## config.mk

```make
export PLATFORM = sky130hd
export DESIGN_NAME = leading_pair_select_separated_top
export DESIGN_NICKNAME = d
export VERILOG_FILES = /design/src/hdl/lps_pkg.sv /design/src/hdl/lps_pt_conv.sv /design/src/hdl/lps_front.sv /design/src/hdl/lps_queue.sv /design/src/hdl/lps_select.sv /design/src/hdl/leading_pair_select_separated_top.sv
export SDC_FILE = /design/constraint.sdc
export NUM_CORES = 2
export LEC_CHECK = 0
export BUFFER_PORTS_ARGS = -buffer_cell sky130_fd_sc_hd__buf_2
export CAP_MARGIN = 5
export CORE_UTILIZATION = 40
export DETAILED_ROUTE_END_ITERATION = 7
export GPL_ROUTABILITY_DRIVEN = 0
export PLACE_DENSITY = 0.52
export SLEW_MARGIN = 20
export SYNTH_ARGS = -nofsm -noshare
export SYNTH_HDL_FRONTEND = slang
export SYNTH_SLANG_ARGS = --single-unit
```

## constraint.sdc

```tcl
create_clock -name clk_i -period 19.3 [get_ports clk_i]
set_input_delay 0.965 -clock clk_i [delete_from_list [all_inputs] [get_ports clk_i]]
set_output_delay 0.965 -clock clk_i [all_outputs]
set_load 0.05 [all_outputs]
```

## src/hdl/lps_pkg.sv

```systemverilog
// Shared constants, types and codes for the leading pair selector.
package lps_pkg;

  // Event capacity and curvature cap
  localparam int MAX_CANDIDATES  = 16;
  localparam int CURVATURE_LIMIT = 2047;

  // Curvature to pt: pt = (16 * (BASE + SLOPE*a)) / (DEN * a), clamped
  localparam int CURV_OFFSET   = 9;
  localparam int PT_NUM_BASE   = 327680000;
  localparam int PT_NUM_SLOPE  = 5720;
  localparam int PT_DEN_SLOPE  = 42845;
  localparam int PT_SCALE_SH   = 4;
  localparam int PT_MIN        = 64;
  localparam int PT_MAX        = 16000;

  // Phi wrap, 804 stands for pi
  localparam int PHI_PI     = 804;
  localparam int PHI_TWO_PI = 1608;

  // Field widths
  localparam int PTW   = 16;
  localparam int CURVW = 13;
  localparam int ANGW  = 11;
  localparam int IDXW  = 4;
  localparam int THRW  = 16;

  // Divider datapath: a up to 4095, numerator below 2^33, denominator below 2^28
  localparam int AW    = 12;
  localparam int NW    = 33;
  localparam int DW    = 28;
  localparam int QBITS = 14;
  localparam int WW    = DW + QBITS;

  // Queue between classification and selection, depth a power of two
  localparam int QDEPTH = 32;
  localparam int QAW    = $clog2(QDEPTH);
  localparam int CW     = $clog2(QDEPTH + 1);

  // Position counter holds MAX_CANDIDATES itself
  localparam int PW = $clog2(MAX_CANDIDATES + 1);

  typedef enum logic [0:0] {
    CFG_PT_SOURCE  = 1'b0,
    CFG_SEP_THRESH = 1'b1
  } cfg_idx_e;

  // Item as it travels through the pt conversion pipeline
  typedef struct packed {
    logic [PTW-1:0]         cand_pt;
    logic signed [ANGW-1:0] eta;
    logic signed [ANGW-1:0] phi;
    logic                   last;
    logic                   empty;
    logic                   use_curv;
  } meta_t;

  // Classified item held in the queue
  typedef struct packed {
    logic [PTW-1:0]         pt;
    logic signed [ANGW-1:0] eta;
    logic signed [ANGW-1:0] phi;
    logic                   last;
    logic                   empty;
  } cand_t;

  typedef struct packed {
    logic [IDXW-1:0] first_index;
    logic            first_valid;
    logic [IDXW-1:0] second_index;
    logic            second_valid;
    logic            overflow;
  } result_t;

endpackage

```

## src/hdl/lps_pt_conv.sv

```systemverilog
// Pipelined curvature to pt conversion: product stage, one quotient bit per stage, clamp.
module lps_pt_conv (
  input  logic                 clk_i,
  input  logic                 rst_ni,
  input  logic                 valid_i,
  input  logic [lps_pkg::AW-1:0] a_i,
  input  lps_pkg::meta_t       meta_i,
  output logic                 valid_o,
  output lps_pkg::cand_t       data_o
);
  import lps_pkg::*;

  logic            vld_q  [0:QBITS];
  logic [NW-1:0]   rem_q  [0:QBITS];
  logic [DW-1:0]   den_q  [0:QBITS];
  logic [QBITS-1:0] quo_q [0:QBITS];
  logic            sat_q  [0:QBITS];
  meta_t           meta_q [0:QBITS];

  logic [28:0]     num_base;
  logic            out_vld_q;
  cand_t           out_q;
  logic [QBITS-1:0] quo_fin;
  logic [PTW-1:0]  conv_pt;

  assign num_base = 29'(PT_NUM_BASE) + 29'(PT_NUM_SLOPE) * 29'(a_i);

  // Numerator and denominator products
  always_ff @(posedge clk_i or negedge rst_ni) begin
    if (!rst_ni) begin
      vld_q[0] <= 1'b0;
    end else begin
      vld_q[0] <= valid_i;
    end
  end

  always_ff @(posedge clk_i) begin
    rem_q[0]  <= NW'(num_base) << PT_SCALE_SH;
    den_q[0]  <= DW'(PT_DEN_SLOPE) * DW'(a_i);
    quo_q[0]  <= '0;
    sat_q[0]  <= 1'b0;
    meta_q[0] <= meta_i;
  end

  for (genvar k = 0; k < QBITS; k++) begin : g_div
    localparam int B = QBITS - 1 - k;
    logic [WW-1:0] trial;
    logic          ge;
    logic          sat_nx;

    assign trial = WW'(den_q[k]) << B;
    assign ge    = WW'(rem_q[k]) >= trial;

    if (k == 0) begin : g_sat
      // Quotient beyond the bit range saturates to the top clamp
      assign sat_nx = WW'(rem_q[k]) >= (WW'(den_q[k]) << QBITS);
    end else begin : g_nosat
      assign sat_nx = sat_q[k];
    end

    always_ff @(posedge clk_i or negedge rst_ni) begin
      if (!rst_ni) begin
        vld_q[k+1] <= 1'b0;
      end else begin
        vld_q[k+1] <= vld_q[k];
      end
    end

    always_ff @(posedge clk_i) begin
      rem_q[k+1]  <= ge ? NW'(WW'(rem_q[k]) - trial) : rem_q[k];
      den_q[k+1]  <= den_q[k];
      quo_q[k+1]  <= quo_q[k] | (QBITS'(ge) << B);
      sat_q[k+1]  <= sat_nx;
      meta_q[k+1] <= meta_q[k];
    end
  end

  assign quo_fin = quo_q[QBITS];

  always_comb begin
    if (sat_q[QBITS] || (quo_fin > QBITS'(PT_MAX))) begin
      conv_pt = PTW'(PT_MAX);
    end else if (quo_fin < QBITS'(PT_MIN)) begin
      conv_pt = PTW'(PT_MIN);
    end else begin
      conv_pt = PTW'(quo_fin);
    end
  end

  always_ff @(posedge clk_i or negedge rst_ni) begin
    if (!rst_ni) begin
      out_vld_q <= 1'b0;
    end else begin
      out_vld_q <= vld_q[QBITS];
    end
  end

  always_ff @(posedge clk_i) begin
    out_q.pt    <= meta_q[QBITS].use_curv ? conv_pt : meta_q[QBITS].cand_pt;
    out_q.eta   <= meta_q[QBITS].eta;
    out_q.phi   <= meta_q[QBITS].phi;
    out_q.last  <= meta_q[QBITS].last;
    out_q.empty <= meta_q[QBITS].empty;
  end

  assign valid_o = out_vld_q;
  assign data_o  = out_q;

endmodule

```

## src/hdl/lps_front.sv

```systemverilog
// Input side: transfer control by queue credits, curvature magnitude, pt conversion.
module lps_front (
  input  logic                            clk_i,
  input  logic                            rst_ni,
  input  logic                            cand_valid_i,
  output logic                            cand_stall_o,
  input  logic [lps_pkg::PTW-1:0]         cand_pt_i,
  input  logic signed [lps_pkg::CURVW-1:0] curvature_i,
  input  logic signed [lps_pkg::ANGW-1:0] cand_eta_i,
  input  logic signed [lps_pkg::ANGW-1:0] cand_phi_i,
  input  logic                            last_candidate_i,
  input  logic                            empty_event_i,
  input  logic                            pt_source_i,
  input  logic                            pop_i,
  output logic                            push_o,
  output lps_pkg::cand_t                  push_data_o
);
  import lps_pkg::*;

  logic              accept;
  logic [CW-1:0]     credits_q, credits_d;
  logic signed [CURVW:0] kk;
  logic [CURVW-1:0]  mag;
  logic [AW-1:0]     a_d, a_q;
  logic              vld_q;
  meta_t             meta_q;

  // Every transfer holds a queue slot until selection pops it
  assign cand_stall_o = (credits_q == CW'(QDEPTH));
  assign accept       = cand_valid_i && !cand_stall_o;

  always_comb begin
    credits_d = credits_q;
    if (accept && !pop_i) begin
      credits_d = credits_q + 1'b1;
    end else if (!accept && pop_i) begin
      credits_d = credits_q - 1'b1;
    end
  end

  always_comb begin
    kk  = {curvature_i[CURVW-1], curvature_i} - (CURVW+1)'(CURV_OFFSET);
    mag = kk[CURVW] ? CURVW'(-kk) : CURVW'(kk);
    if (mag == '0) begin
      mag = CURVW'(1);
    end
    a_d = (mag > CURVW'(CURVATURE_LIMIT)) ? AW'(CURVATURE_LIMIT) : AW'(mag);
  end

  always_ff @(posedge clk_i or negedge rst_ni) begin
    if (!rst_ni) begin
      credits_q <= '0;
      vld_q     <= 1'b0;
    end else begin
      credits_q <= credits_d;
      vld_q     <= accept;
    end
  end

  always_ff @(posedge clk_i) begin
    if (accept) begin
      a_q             <= a_d;
      meta_q.cand_pt  <= cand_pt_i;
      meta_q.eta      <= cand_eta_i;
      meta_q.phi      <= cand_phi_i;
      meta_q.last     <= last_candidate_i;
      meta_q.empty    <= empty_event_i;
      meta_q.use_curv <= pt_source_i;
    end
  end

  lps_pt_conv u_conv (
    .clk_i   (clk_i),
    .rst_ni  (rst_ni),
    .valid_i (vld_q),
    .a_i     (a_q),
    .meta_i  (meta_q),
    .valid_o (push_o),
    .data_o  (push_data_o)
  );

endmodule

```

## src/hdl/lps_queue.sv

```systemverilog
// Queue of classified candidates between the front and the selection stage.
module lps_queue (
  input  logic           clk_i,
  input  logic           rst_ni,
  input  logic           push_i,
  input  lps_pkg::cand_t push_data_i,
  input  logic           pop_i,
  output logic           valid_o,
  output lps_pkg::cand_t data_o
);
  import lps_pkg::*;

  cand_t          mem [QDEPTH];
  logic [QAW-1:0] wr_ptr_q, rd_ptr_q;
  logic [QAW-1:0] rd_ptr_d;
  logic [CW-1:0]  count_q;
  cand_t          head_q;

  assign rd_ptr_d = pop_i ? rd_ptr_q + 1'b1 : rd_ptr_q;

  // Credits upstream keep pushes within capacity
  always_ff @(posedge clk_i) begin
    if (push_i) begin
      mem[wr_ptr_q] <= push_data_i;
    end
    // Load the next head; forward a push that lands on the head slot
    if (push_i && (wr_ptr_q == rd_ptr_d)) begin
      head_q <= push_data_i;
    end else begin
      head_q <= mem[rd_ptr_d];
    end
  end

  always_ff @(posedge clk_i or negedge rst_ni) begin
    if (!rst_ni) begin
      wr_ptr_q <= '0;
      rd_ptr_q <= '0;
      count_q  <= '0;
    end else begin
      if (push_i) begin
        wr_ptr_q <= wr_ptr_q + 1'b1;
      end
      if (pop_i) begin
        rd_ptr_q <= rd_ptr_q + 1'b1;
      end
      if (push_i && !pop_i) begin
        count_q <= count_q + 1'b1;
      end else if (!push_i && pop_i) begin
        count_q <= count_q - 1'b1;
      end
    end
  end

  assign valid_o = (count_q != '0);
  assign data_o  = head_q;

endmodule

```

## src/hdl/lps_select.sv

```systemverilog
// Greedy leader and separated second selection with the result register.
module lps_select (
  input  logic                    clk_i,
  input  logic                    rst_ni,
  input  logic                    q_valid_i,
  input  lps_pkg::cand_t          q_data_i,
  output logic                    pop_o,
  input  logic [lps_pkg::THRW-1:0] sep_thresh_i,
  output logic                    res_valid_o,
  input  logic                    res_stall_i,
  output lps_pkg::result_t        res_o
);
  import lps_pkg::*;

  logic [IDXW-1:0]        lead_idx_q, lead_idx_d;
  logic [PTW-1:0]         lead_pt_q, lead_pt_d;
  logic signed [ANGW-1:0] lead_eta_q, lead_eta_d;
  logic signed [ANGW-1:0] lead_phi_q, lead_phi_d;
  logic                   lead_found_q, lead_found_d;
  logic [IDXW-1:0]        sec_idx_q, sec_idx_d;
  logic [PTW-1:0]         sec_pt_q, sec_pt_d;
  logic                   sec_found_q, sec_found_d;
  logic [PW-1:0]          pos_q, pos_d;
  logic                   ovf_q, ovf_d;

  logic                   res_vld_q;
  result_t                res_q, res_d;
  logic                   emit;

  logic signed [ANGW:0]   deta, dphi_raw, dphi;
  logic signed [2*ANGW+1:0] sq_eta, sq_phi;
  logic [2*ANGW+2:0]      dist2;
  logic                   sep;

  // Take an item whenever the result slot is free or drains this cycle
  assign pop_o = q_valid_i && (!res_vld_q || !res_stall_i);

  // Separation from the current leader, phi wrapped into [-pi, pi]
  always_comb begin
    deta     = {q_data_i.eta[ANGW-1], q_data_i.eta} - {lead_eta_q[ANGW-1], lead_eta_q};
    dphi_raw = {q_data_i.phi[ANGW-1], q_data_i.phi} - {lead_phi_q[ANGW-1], lead_phi_q};
    if (dphi_raw > (ANGW+1)'(PHI_PI)) begin
      dphi = dphi_raw - (ANGW+1)'(PHI_TWO_PI);
    end else if (dphi_raw < -(ANGW+1)'(PHI_PI)) begin
      dphi = dphi_raw + (ANGW+1)'(PHI_TWO_PI);
    end else begin
      dphi = dphi_raw;
    end
    sq_eta = deta * deta;
    sq_phi = dphi * dphi;
    dist2  = {1'b0, sq_eta} + {1'b0, sq_phi};
    sep    = dist2 > (2*ANGW+3)'(sep_thresh_i);
  end

  always_comb begin
    lead_idx_d   = lead_idx_q;
    lead_pt_d    = lead_pt_q;
    lead_eta_d   = lead_eta_q;
    lead_phi_d   = lead_phi_q;
    lead_found_d = lead_found_q;
    sec_idx_d    = sec_idx_q;
    sec_pt_d     = sec_pt_q;
    sec_found_d  = sec_found_q;
    pos_d        = pos_q;
    ovf_d        = ovf_q;
    emit         = 1'b0;
    res_d        = '0;

    if (q_data_i.empty) begin
      emit = 1'b1;
    end else begin
      if (pos_q >= PW'(MAX_CANDIDATES)) begin
        ovf_d = 1'b1;
      end else begin
        if (q_data_i.pt > lead_pt_q) begin
          // Old leader drops to second when far enough from the newcomer
          if (lead_found_q && sep) begin
            sec_idx_d   = lead_idx_q;
            sec_pt_d    = lead_pt_q;
            sec_found_d = 1'b1;
          end
          lead_idx_d   = IDXW'(pos_q);
          lead_pt_d    = q_data_i.pt;
          lead_eta_d   = q_data_i.eta;
          lead_phi_d   = q_data_i.phi;
          lead_found_d = 1'b1;
        end else if ((q_data_i.pt > sec_pt_q) && sep) begin
          sec_idx_d   = IDXW'(pos_q);
          sec_pt_d    = q_data_i.pt;
          sec_found_d = 1'b1;
        end
        pos_d = pos_q + 1'b1;
      end

      if (q_data_i.last) begin
        emit = 1'b1;
        if (pos_d == PW'(1)) begin
          res_d.first_valid = 1'b1;
        end else begin
          res_d.first_index  = lead_found_d ? lead_idx_d : '0;
          res_d.first_valid  = lead_found_d;
          res_d.second_index = sec_found_d ? sec_idx_d : '0;
          res_d.second_valid = sec_found_d;
        end
        res_d.overflow = ovf_d;
      end
    end

    // Close the event
    if (emit) begin
      lead_idx_d   = '0;
      lead_pt_d    = '0;
      lead_eta_d   = '0;
      lead_phi_d   = '0;
      lead_found_d = 1'b0;
      sec_idx_d    = '0;
      sec_pt_d     = '0;
      sec_found_d  = 1'b0;
      pos_d        = '0;
      ovf_d        = 1'b0;
    end
  end

  always_ff @(posedge clk_i or negedge rst_ni) begin
    if (!rst_ni) begin
      lead_idx_q   <= '0;
      lead_pt_q    <= '0;
      lead_eta_q   <= '0;
      lead_phi_q   <= '0;
      lead_found_q <= 1'b0;
      sec_idx_q    <= '0;
      sec_pt_q     <= '0;
      sec_found_q  <= 1'b0;
      pos_q        <= '0;
      ovf_q        <= 1'b0;
      res_vld_q    <= 1'b0;
    end else begin
      if (pop_o) begin
        lead_idx_q   <= lead_idx_d;
        lead_pt_q    <= lead_pt_d;
        lead_eta_q   <= lead_eta_d;
        lead_phi_q   <= lead_phi_d;
        lead_found_q <= lead_found_d;
        sec_idx_q    <= sec_idx_d;
        sec_pt_q     <= sec_pt_d;
        sec_found_q  <= sec_found_d;
        pos_q        <= pos_d;
        ovf_q        <= ovf_d;
      end
      if (pop_o && emit) begin
        res_vld_q <= 1'b1;
      end else if (!res_stall_i) begin
        res_vld_q <= 1'b0;
      end
    end
  end

  always_ff @(posedge clk_i) begin
    if (pop_o && emit) begin
      res_q <= res_d;
    end
  end

  assign res_valid_o = res_vld_q;
  assign res_o       = res_q;

endmodule

```

## src/hdl/leading_pair_select_separated_top.sv

```systemverilog
// Top level of the leading pair selector with separation cut.
// A result follows the transfer of the event's last candidate through the input register,
//   the 16-stage curvature to pt pipeline, the queue and the result reg.
// Throughput: one candidate per cycle; the 32-entry queue covers the pipeline depth, so the
//   input stalls only while the result output is stalled and the queue fills.
// Reset: asynchronous, active low; clears event state, queue, credits and valid flags,
//   and loads pt_source = 1 and separation_threshold_sq = 5898.
module leading_pair_select_separated_top (
  input  logic                             clk_i,
  input  logic                             rst_ni,
  input  logic                             cfg_we_i,
  input  logic                             cfg_index_i,
  input  logic [lps_pkg::THRW-1:0]         cfg_wdata_i,
  input  logic                             cand_valid_i,
  output logic                             cand_stall_o,
  input  logic [lps_pkg::PTW-1:0]          cand_pt_i,
  input  logic signed [lps_pkg::CURVW-1:0] curvature_i,
  input  logic signed [lps_pkg::ANGW-1:0]  cand_eta_i,
  input  logic signed [lps_pkg::ANGW-1:0]  cand_phi_i,
  input  logic                             last_candidate_i,
  input  logic                             empty_event_i,
  output logic                             res_valid_o,
  input  logic                             res_stall_i,
  output logic [lps_pkg::IDXW-1:0]         first_index_o,
  output logic                             first_valid_o,
  output logic [lps_pkg::IDXW-1:0]         second_index_o,
  output logic                             second_valid_o,
  output logic                             overflow_o
);
  import lps_pkg::*;

  logic            pt_source_q;
  logic [THRW-1:0] sep_thresh_q;
  logic            push, pop, q_valid;
  cand_t           push_data, q_data;
  result_t         res;

  always_ff @(posedge clk_i or negedge rst_ni) begin
    if (!rst_ni) begin
      pt_source_q  <= 1'b1;
      sep_thresh_q <= THRW'(5898);
    end else if (cfg_we_i) begin
      case (cfg_idx_e'(cfg_index_i))
        CFG_PT_SOURCE:  pt_source_q  <= cfg_wdata_i[0];
        CFG_SEP_THRESH: sep_thresh_q <= cfg_wdata_i;
        default: ;
      endcase
    end
  end

  lps_front u_front (
    .clk_i            (clk_i),
    .rst_ni           (rst_ni),
    .cand_valid_i     (cand_valid_i),
    .cand_stall_o     (cand_stall_o),
    .cand_pt_i        (cand_pt_i),
    .curvature_i      (curvature_i),
    .cand_eta_i       (cand_eta_i),
    .cand_phi_i       (cand_phi_i),
    .last_candidate_i (last_candidate_i),
    .empty_event_i    (empty_event_i),
    .pt_source_i      (pt_source_q),
    .pop_i            (pop),
    .push_o           (push),
    .push_data_o      (push_data)
  );

  lps_queue u_queue (
    .clk_i       (clk_i),
    .rst_ni      (rst_ni),
    .push_i      (push),
    .push_data_i (push_data),
    .pop_i       (pop),
    .valid_o     (q_valid),
    .data_o      (q_data)
  );

  lps_select u_select (
    .clk_i        (clk_i),
    .rst_ni       (rst_ni),
    .q_valid_i    (q_valid),
    .q_data_i     (q_data),
    .pop_o        (pop),
    .sep_thresh_i (sep_thresh_q),
    .res_valid_o  (res_valid_o),
    .res_stall_i  (res_stall_i),
    .res_o        (res)
  );

  assign first_index_o  = res.first_index;
  assign first_valid_o  = res.first_valid;
  assign second_index_o = res.second_index;
  assign second_valid_o = res.second_valid;
  assign overflow_o     = res.overflow;

endmodule

```

* After elaboration in Yosys (flattened, before gate mapping)
Memories as Yosys holds them, arrays and structs flattened. A register that Yosys moved wholly into a read port is not among the register bits.
Index checks and enable logic that the tools add are counted.
W data, S select, Z words.
** Storage, ports and cells
- Bits of input ports :: 75
- Logic and storage cells :: 250
- Memories :: 6
- Output and inout port bits :: 13
- Bits in writable memories :: 3035
- Bits in registers :: 231
** Cells by class
- Bitwise logic cells :: 18
- Add/subtract/negate cells :: 29
- $mul :: 4
- Magnitude comparators :: 24
- Muxes and demuxes :: 80
- Equality and inequality tests :: 6
- Reductions and logical operators :: 32
** Memory list
- u_queue.mem :: depth 32, bits a word 40, read ports 1, clocked after memory_dff 1, write ports 1, RTL line lps_queue.sv:13 : cand_t mem [QDEPTH];
- u_front.u_conv.meta_q :: depth 15, bits a word 41, read ports 15, clocked after memory_dff 0, write ports 15, RTL line lps_pt_conv.sv:18 : meta_t meta_q [0:QBITS];
- u_front.u_conv.rem_q :: depth 15, bits a word 33, read ports 14, clocked after memory_dff 0, write ports 15, RTL line lps_pt_conv.sv:14 : logic [NW-1:0] rem_q [0:QBITS];
- u_front.u_conv.den_q :: depth 15, bits a word 28, read ports 14, clocked after memory_dff 0, write ports 15, RTL line lps_pt_conv.sv:15 : logic [DW-1:0] den_q [0:QBITS];
- u_front.u_conv.quo_q :: depth 15, bits a word 14, read ports 15, clocked after memory_dff 0, write ports 15, RTL line lps_pt_conv.sv:16 : logic [QBITS-1:0] quo_q [0:QBITS];
- u_front.u_conv.sat_q :: depth 15, bits a word 1, read ports 14, clocked after memory_dff 0, write ports 15, RTL line lps_pt_conv.sv:17 : logic sat_q [0:QBITS];
** Operators by type and width (count)
- $mux W33 :: 14
- $sub A33 B33 Y33 :: 9
- $mux W16 :: 12
- $mux W11 :: 8
- $mul A12 B12 Y24 :: 2
- $ge A33 B42 Y1 :: 1
- $ge A33 B41 Y1 :: 1
- $ge A33 B40 Y1 :: 1
- $mux W4 :: 10
- $ge A33 B39 Y1 :: 1
- $ge A33 B38 Y1 :: 1
- $ge A33 B37 Y1 :: 1
- $ge A33 B36 Y1 :: 1
- $ge A33 B35 Y1 :: 1
- $ge A33 B34 Y1 :: 1
- $ge A33 B28 Y1 :: 1
- $ge A33 B29 Y1 :: 1
- $ge A33 B30 Y1 :: 1
- $ge A33 B31 Y1 :: 1
- $ge A33 B32 Y1 :: 1
- $ge A33 B33 Y1 :: 1
- $sub A33 B28 Y33 :: 1
- $sub A33 B29 Y33 :: 1
- $sub A33 B30 Y33 :: 1
- 60 further kinds :: 120

* Logic depth before layout (Yosys ltp)
- Depth in word-level cells :: 14
- Gate-level depth with buffers :: 57
- Depth with buffers taken out :: 50

* Cells and area by module
A second synthesis with hierarchy kept.
** Unflattened totals
- Cells, all modules :: 10039
- Area total of the unflattened synthesis :: 129526.7 um^2
** By module, submodules not included
- lps_pt_conv :: area an instance 58866.5 um^2, cells each 5425, instances 1, seq. area each 31270.0 um^2
- lps_queue :: area an instance 50030.5 um^2, cells each 2486, instances 1, seq. area each 38937.3 um^2
- lps_select :: area an instance 16788.6 um^2, cells each 1839, instances 1, seq. area each 2107.0 um^2
- lps_front :: area an instance 3140.5 um^2, cells each 252, instances 1, seq. area each 1766.7 um^2
- leading_pair_select_separated_top :: area an instance 700.7 um^2, cells each 37, instances 1, seq. area each 434.2 um^2

* Worst setup path before layout
OpenSTA, ideal clock, no wires.
- Path type :: reg-to-reg
- Start point :: register with a tool-made name
- End point :: register u_select.res_q, in the netlist u_select.res_o[2], data pin
- Stages on the path, launching flop included :: 51
- Clock period less this slack :: 12.641 ns
- Arrival time :: 12.369 ns
- Setup slack :: 6.659 ns
- Buffers on the path :: 6
- Setup time :: 0.271 ns
- Path through :: dfxtp_1 clkbuf_1 buf_2 clkbuf_1 buf_1 mux4_2 mux4_2 mux2i_1 ha_1 inv_1 fa_1 a21o_1 a221oi_1 o21ai_1 or4_1 nand4_1 a31o_2 and4_1 [... 15 more ...] xnor2_1 ha_1 a21o_1 a2111oi_0 o211ai_1 a31oi_1 xnor2_1 ha_1 nand4_1 nor4_1 o211a_1 nand3_1 a211o_1 nor4_1 nand4_1 buf_2 a21oi_1 a211oi_1
** RTL lines
- to (signal assigned) :: RTL line lps_select.sv:160 : res_q <= res_d;
- to (decl) :: RTL line lps_select.sv:27 : result_t res_q, res_d;

==> results by stage <==
Synth:
- The xor-xnor portion of the synthesized cell area is 0.0298.
- The number of different library cells in the post-synthesis netlist is 111.
- The synthesized design contains 1344 enable-type register cells.
- The share of the Yosys chip area taken by registers is 0.581.
- Synthesis inferred 3018 register bits.
- Synthesis handed over a netlist of 9369 instances.
- Of the total synthesized cell area, the portion taken by AND, OR, NAND and NOR gates is 0.0571.
- After synthesis, the largest family of logic cells by area is adder cells.
- In this run the mean area of a mapped cell was 13.7 um2.
- Summing every instance area after synthesis gives 128000 um2.
- Of the total synthesized cell area, the portion taken by full adders, half adders and majority gates is 0.128.
- After synthesis, the share of flip-flops with an asynchronous set or reset is 0.0421.
- The Yosys step of the flow raised 0 warnings.
- The synthesized-area fraction occupied by ao, oa, aoi and oai cells is 0.0725.
- The number of nets in the synthesized netlist is 10542.
- The multiplexer share of the synthesized area is 0.0950.
- The commonest register cell after synthesis is dfxtp_1.

Route:
- The count of nets left with antenna violations once routing finished came out at 0.
- In the routed design, unresolved DRC markers number 0.
- Detailed routing inserted a total of 72911 vias.
- After detailed routing, the number of vias per cell comes to 5.17.
- Before antenna repair, the detailed router went through 8 iterations.
- The initial detailed-routing violation count is 5240.
- In the final routed layout, each cell accounts on average for 22.2 um.
- After detailed routing, the total wire length is 313 mm.

Clock network:
- The hold buffer count at CTS is 0.
- The clock root buffer is clkbuf_16.
- The number of setup buffers added after CTS is 0.
- The level count of the clock H-tree is 5.
- The number of clock sinks seen by CTS is 3018.
- The longest clock path from root to sink contains 4 buffers.
- Counting the buffers created by CTS gives 320.
- After clock tree synthesis, the clock-pin slew on the worst setup and hold paths is 0.06 ns.
- TritonCTS built the clock tree.
- After clock tree synthesis, the repair step resized 0 gates.
- The insertion delay of the later-clocked pin in the worst-skew pair is 0.92 ns.

Setup path:
- Data arrives at the worst endpoint at 17.08 ns.
- For this run, the slowest stage of the critical path takes 0.96 ns.
- By startpoint and endpoint, the worst setup path is classified as reg2reg.
- The master of the slowest instance on the critical path is a31oi_2.
- The largest fanout on the critical path is 84.
- The most numerous cell on the critical path is inv_1.
- STA classifies the critical path endpoint as a register.
- At the worst endpoint, the required time is 20.12 ns.
- STA classifies the critical path startpoint as a register.

Floorplanning:
- The total die area is 323000 um2.
- For this design the top-level I/O count stands at 88.
- The initial utilization of the core area, before any placement, comes to 0.403.
- The vertical die dimension is 568 um.
- The core box area is 318000 um2.
- Measured along the x axis, the die boundary spans 568 um.
- The row count is 207.

STA:
- Summed over all failing endpoints, the final setup total negative slack is 0 ns.
- The setup slack after layout is 3.04 ns.
- Measured against its own limit, the worst slew margin works out to 0.211.
- Across the routed clock network, the largest skew measured is 0.0670 ns.
- The final-report setup violation count is 0.
- In the finished design, the share of the clock period the worst path needs comes to 0.843.
- The post-layout minimum cycle time is 16.26 ns.
- The final count of pins violating max slew is 0.
- The hold violation total from the final report is 0.
- Setup repair after global routing left no endpoint under its margin.
- For the pin with the worst max-slew slack, the measured transition is 1.18 ns.
- Based on the critical path, the design can be clocked at up to 0.0615 GHz.

Final layout:
- In the layout the commonest cells are 1540 x dfxtp_1, 1344 x edfxtp_1, 987 x inv_1.
- Of the cells placed in the final design, the portion with a size suffix greater than 1 is 0.150.
- The filler cell count in the final layout is 28173.
- The net count of the finished layout is 10831.
- Relative to the synthesized area, the layout overhead comes to 12.8%.
- The library cell used most frequently in the layout, excluding fill and tap cells, is dfxtp_1.

Place:
- Prior to clock tree synthesis, the placed netlist has a worst setup slack of 3.06 ns.
- The detailed placer's ending HPWL is 210 mm.
- In this run the tool buffered the top-level ports with 87 buffer cells.

Worst hold path:
- The type of the most critical hold path is in2async.

GRT:
- The total global routing track utilization is 0.193.
- Global routing finished with a remaining overflow of 0.
- Entering global routing, the biggest net connects 110 pins.
- The via count of the first global-routing pass came to 75070.
- The wire length of the first global-routing pass is 472 mm.
- The initial antenna violation count is 20.

Status:
- The run finished with clean final reports.

Run:
- Across the run, the number of max-cap violations was 0.
==> worst paths after layout <==
kind | end | slack [ns] | cells past startpoint
setup / recovery | u_select.sec_idx_q[3]$_DFFE_PN0P_ | 3.04 | 48
hold / removal | u_queue.rd_ptr_q[3]$_DFF_PN0_ | 0.07 | 1
setup reg to reg | u_select.sec_idx_q[3]$_DFFE_PN0P_ | 3.04 | 48
hold reg to reg | u_front.u_conv.meta_q[14][17]$_DFF_P_ | 0.31 | 0
max in group asynchronous | u_select.lead_eta_q[6]$_DFFE_PN0P_ | 17.87 | 2
min in group clk_i | u_front.meta_q[3]$_DFFE_PP_ | 0.23 | 1
==> cell type report <==
type                       instances  area [um2]  share of cell area
multi-input combinational       5152       49400               0.341
tap                             4180        5230              0.0362
timing repair buffer             166        1100             0.00761
clock buffer                     435        9000              0.0622
inverter                        1000        3760              0.0260
clock inverter                   150        1650              0.0114
sequential                      3018       74500               0.515
antenna                            4        10.0           0.0000692
==> cell usage after synthesis (15+ instances only) <==
master    count  share of area
nand3_1      81         0.0032
nor2b_1      78         0.0038
and3_1       39         0.0019
a21oi_1     390          0.015
o31ai_1      26         0.0015
mux2i_1      25         0.0020
nand2_1     377          0.011
clkbuf_1    112         0.0033
buf_2        48         0.0019
nand4_1      57         0.0028
dfrtp_1     120          0.023
xnor2_1     300          0.020
xor2_1      120         0.0082
inv_1       987          0.029
nand2b_1     90         0.0044
ha_1        739          0.072
or2_2        28         0.0014
a22o_1       50         0.0034
a211o_1      18         0.0012
o21a_1       87         0.0051
o211ai_1     28         0.0016
o21bai_1     56         0.0033
a21boi_0     29         0.0017
mux4_2      400          0.070
a211oi_1     53         0.0031
or4_1        20         0.0012
and2_1       28         0.0014
a21o_1      165         0.0097
buf_1        23        0.00067
mux2_2      256          0.022
dfxtp_1    1547           0.24
nor2_1      474          0.014
edfxtp_1   1344           0.31
and4_1       15         0.0010
a31oi_1      48         0.0023
nor4_1       36         0.0018
fa_1        359          0.056
nor3_1      125         0.0049
or3_1        27         0.0013
o21ai_0     291          0.011
==> per-layer routing <==
metal  wire length [um]  global-route usage  part of all wire  vias to the layer above
li1                   -                   -                 -                    34093
met5                  0                   0                 0                        -
met4               9660              0.0585             0.031                        0
met1             141000               0.263              0.45                    36654
met2             149000               0.322              0.48                     1688
met3              13700              0.0235             0.044                      476
==> through the flow <==
step / cell area, um2 / util / std cells / hold WS (ns)
2_1_floorplan: 128000 / - / 9369 / 0.310
3_3_place_gp: 134000 / 0.421 / 13515 / 0.310
3_5_place_dp: 134000 / 0.421 / 13516 / 0.312
4_1_cts: 145000 / 0.454 / 14101 / 0.0119
5_1_grt: 145000 / 0.454 / 14105 / 0.0697
6_report: 145000 / 0.454 / 14105 / 0.0720
==> flip-flops by register name, indices dropped and copies added, names as in the netlist, 12 cells and up, named ones only <==
register and cells:
u_front.meta_q 41, u_select.lead_pt_q 16, u_front.u_conv.rem_q 376, u_front.u_conv.data_o 40
u_front.u_conv.sat_q 14, u_front.u_conv.den_q 392, u_front.u_conv.quo_q 105, u_front.a_q 12
u_select.sec_pt_q 16, sep_thresh_q 16, u_queue.mem 1280, u_front.u_conv.meta_q 615
u_front.u_conv.vld_q 15
==> logic make-up after synthesis <==
| family | count (synthesis) |
|---|---|
| muxes | 685 |
| and+or+nand+nor | 1523 |
| adders and majority gates | 1098 |
| DFF | 3018 |
| xor gates and xnor gates | 426 |
| buffers and inverters | 1199 |
| AOI/OAI and AO/OA | 1419 |
| other | 1 |
==> critical path, delay by kind of cell, from the launching register on <==
| family | cells | cell delay [ns] |
|---|---|---|
| adder cells (fa/ha/maj) | 11 | 4.36 |
| flip-flops | 1 | 0.80 |
| buffers and inverters | 9 | 1.78 |
| multiplexers | 4 | 2.19 |
| XOR/XNOR | 3 | 0.59 |
| AND/OR/NAND/NOR | 6 | 1.94 |
| AO/OA/AOI/OAI | 15 | 4.39 |
Power is left out: the tool's default activity adds up to more than one toggle a clock period on the data nets, which glitch-free logic cannot reach.
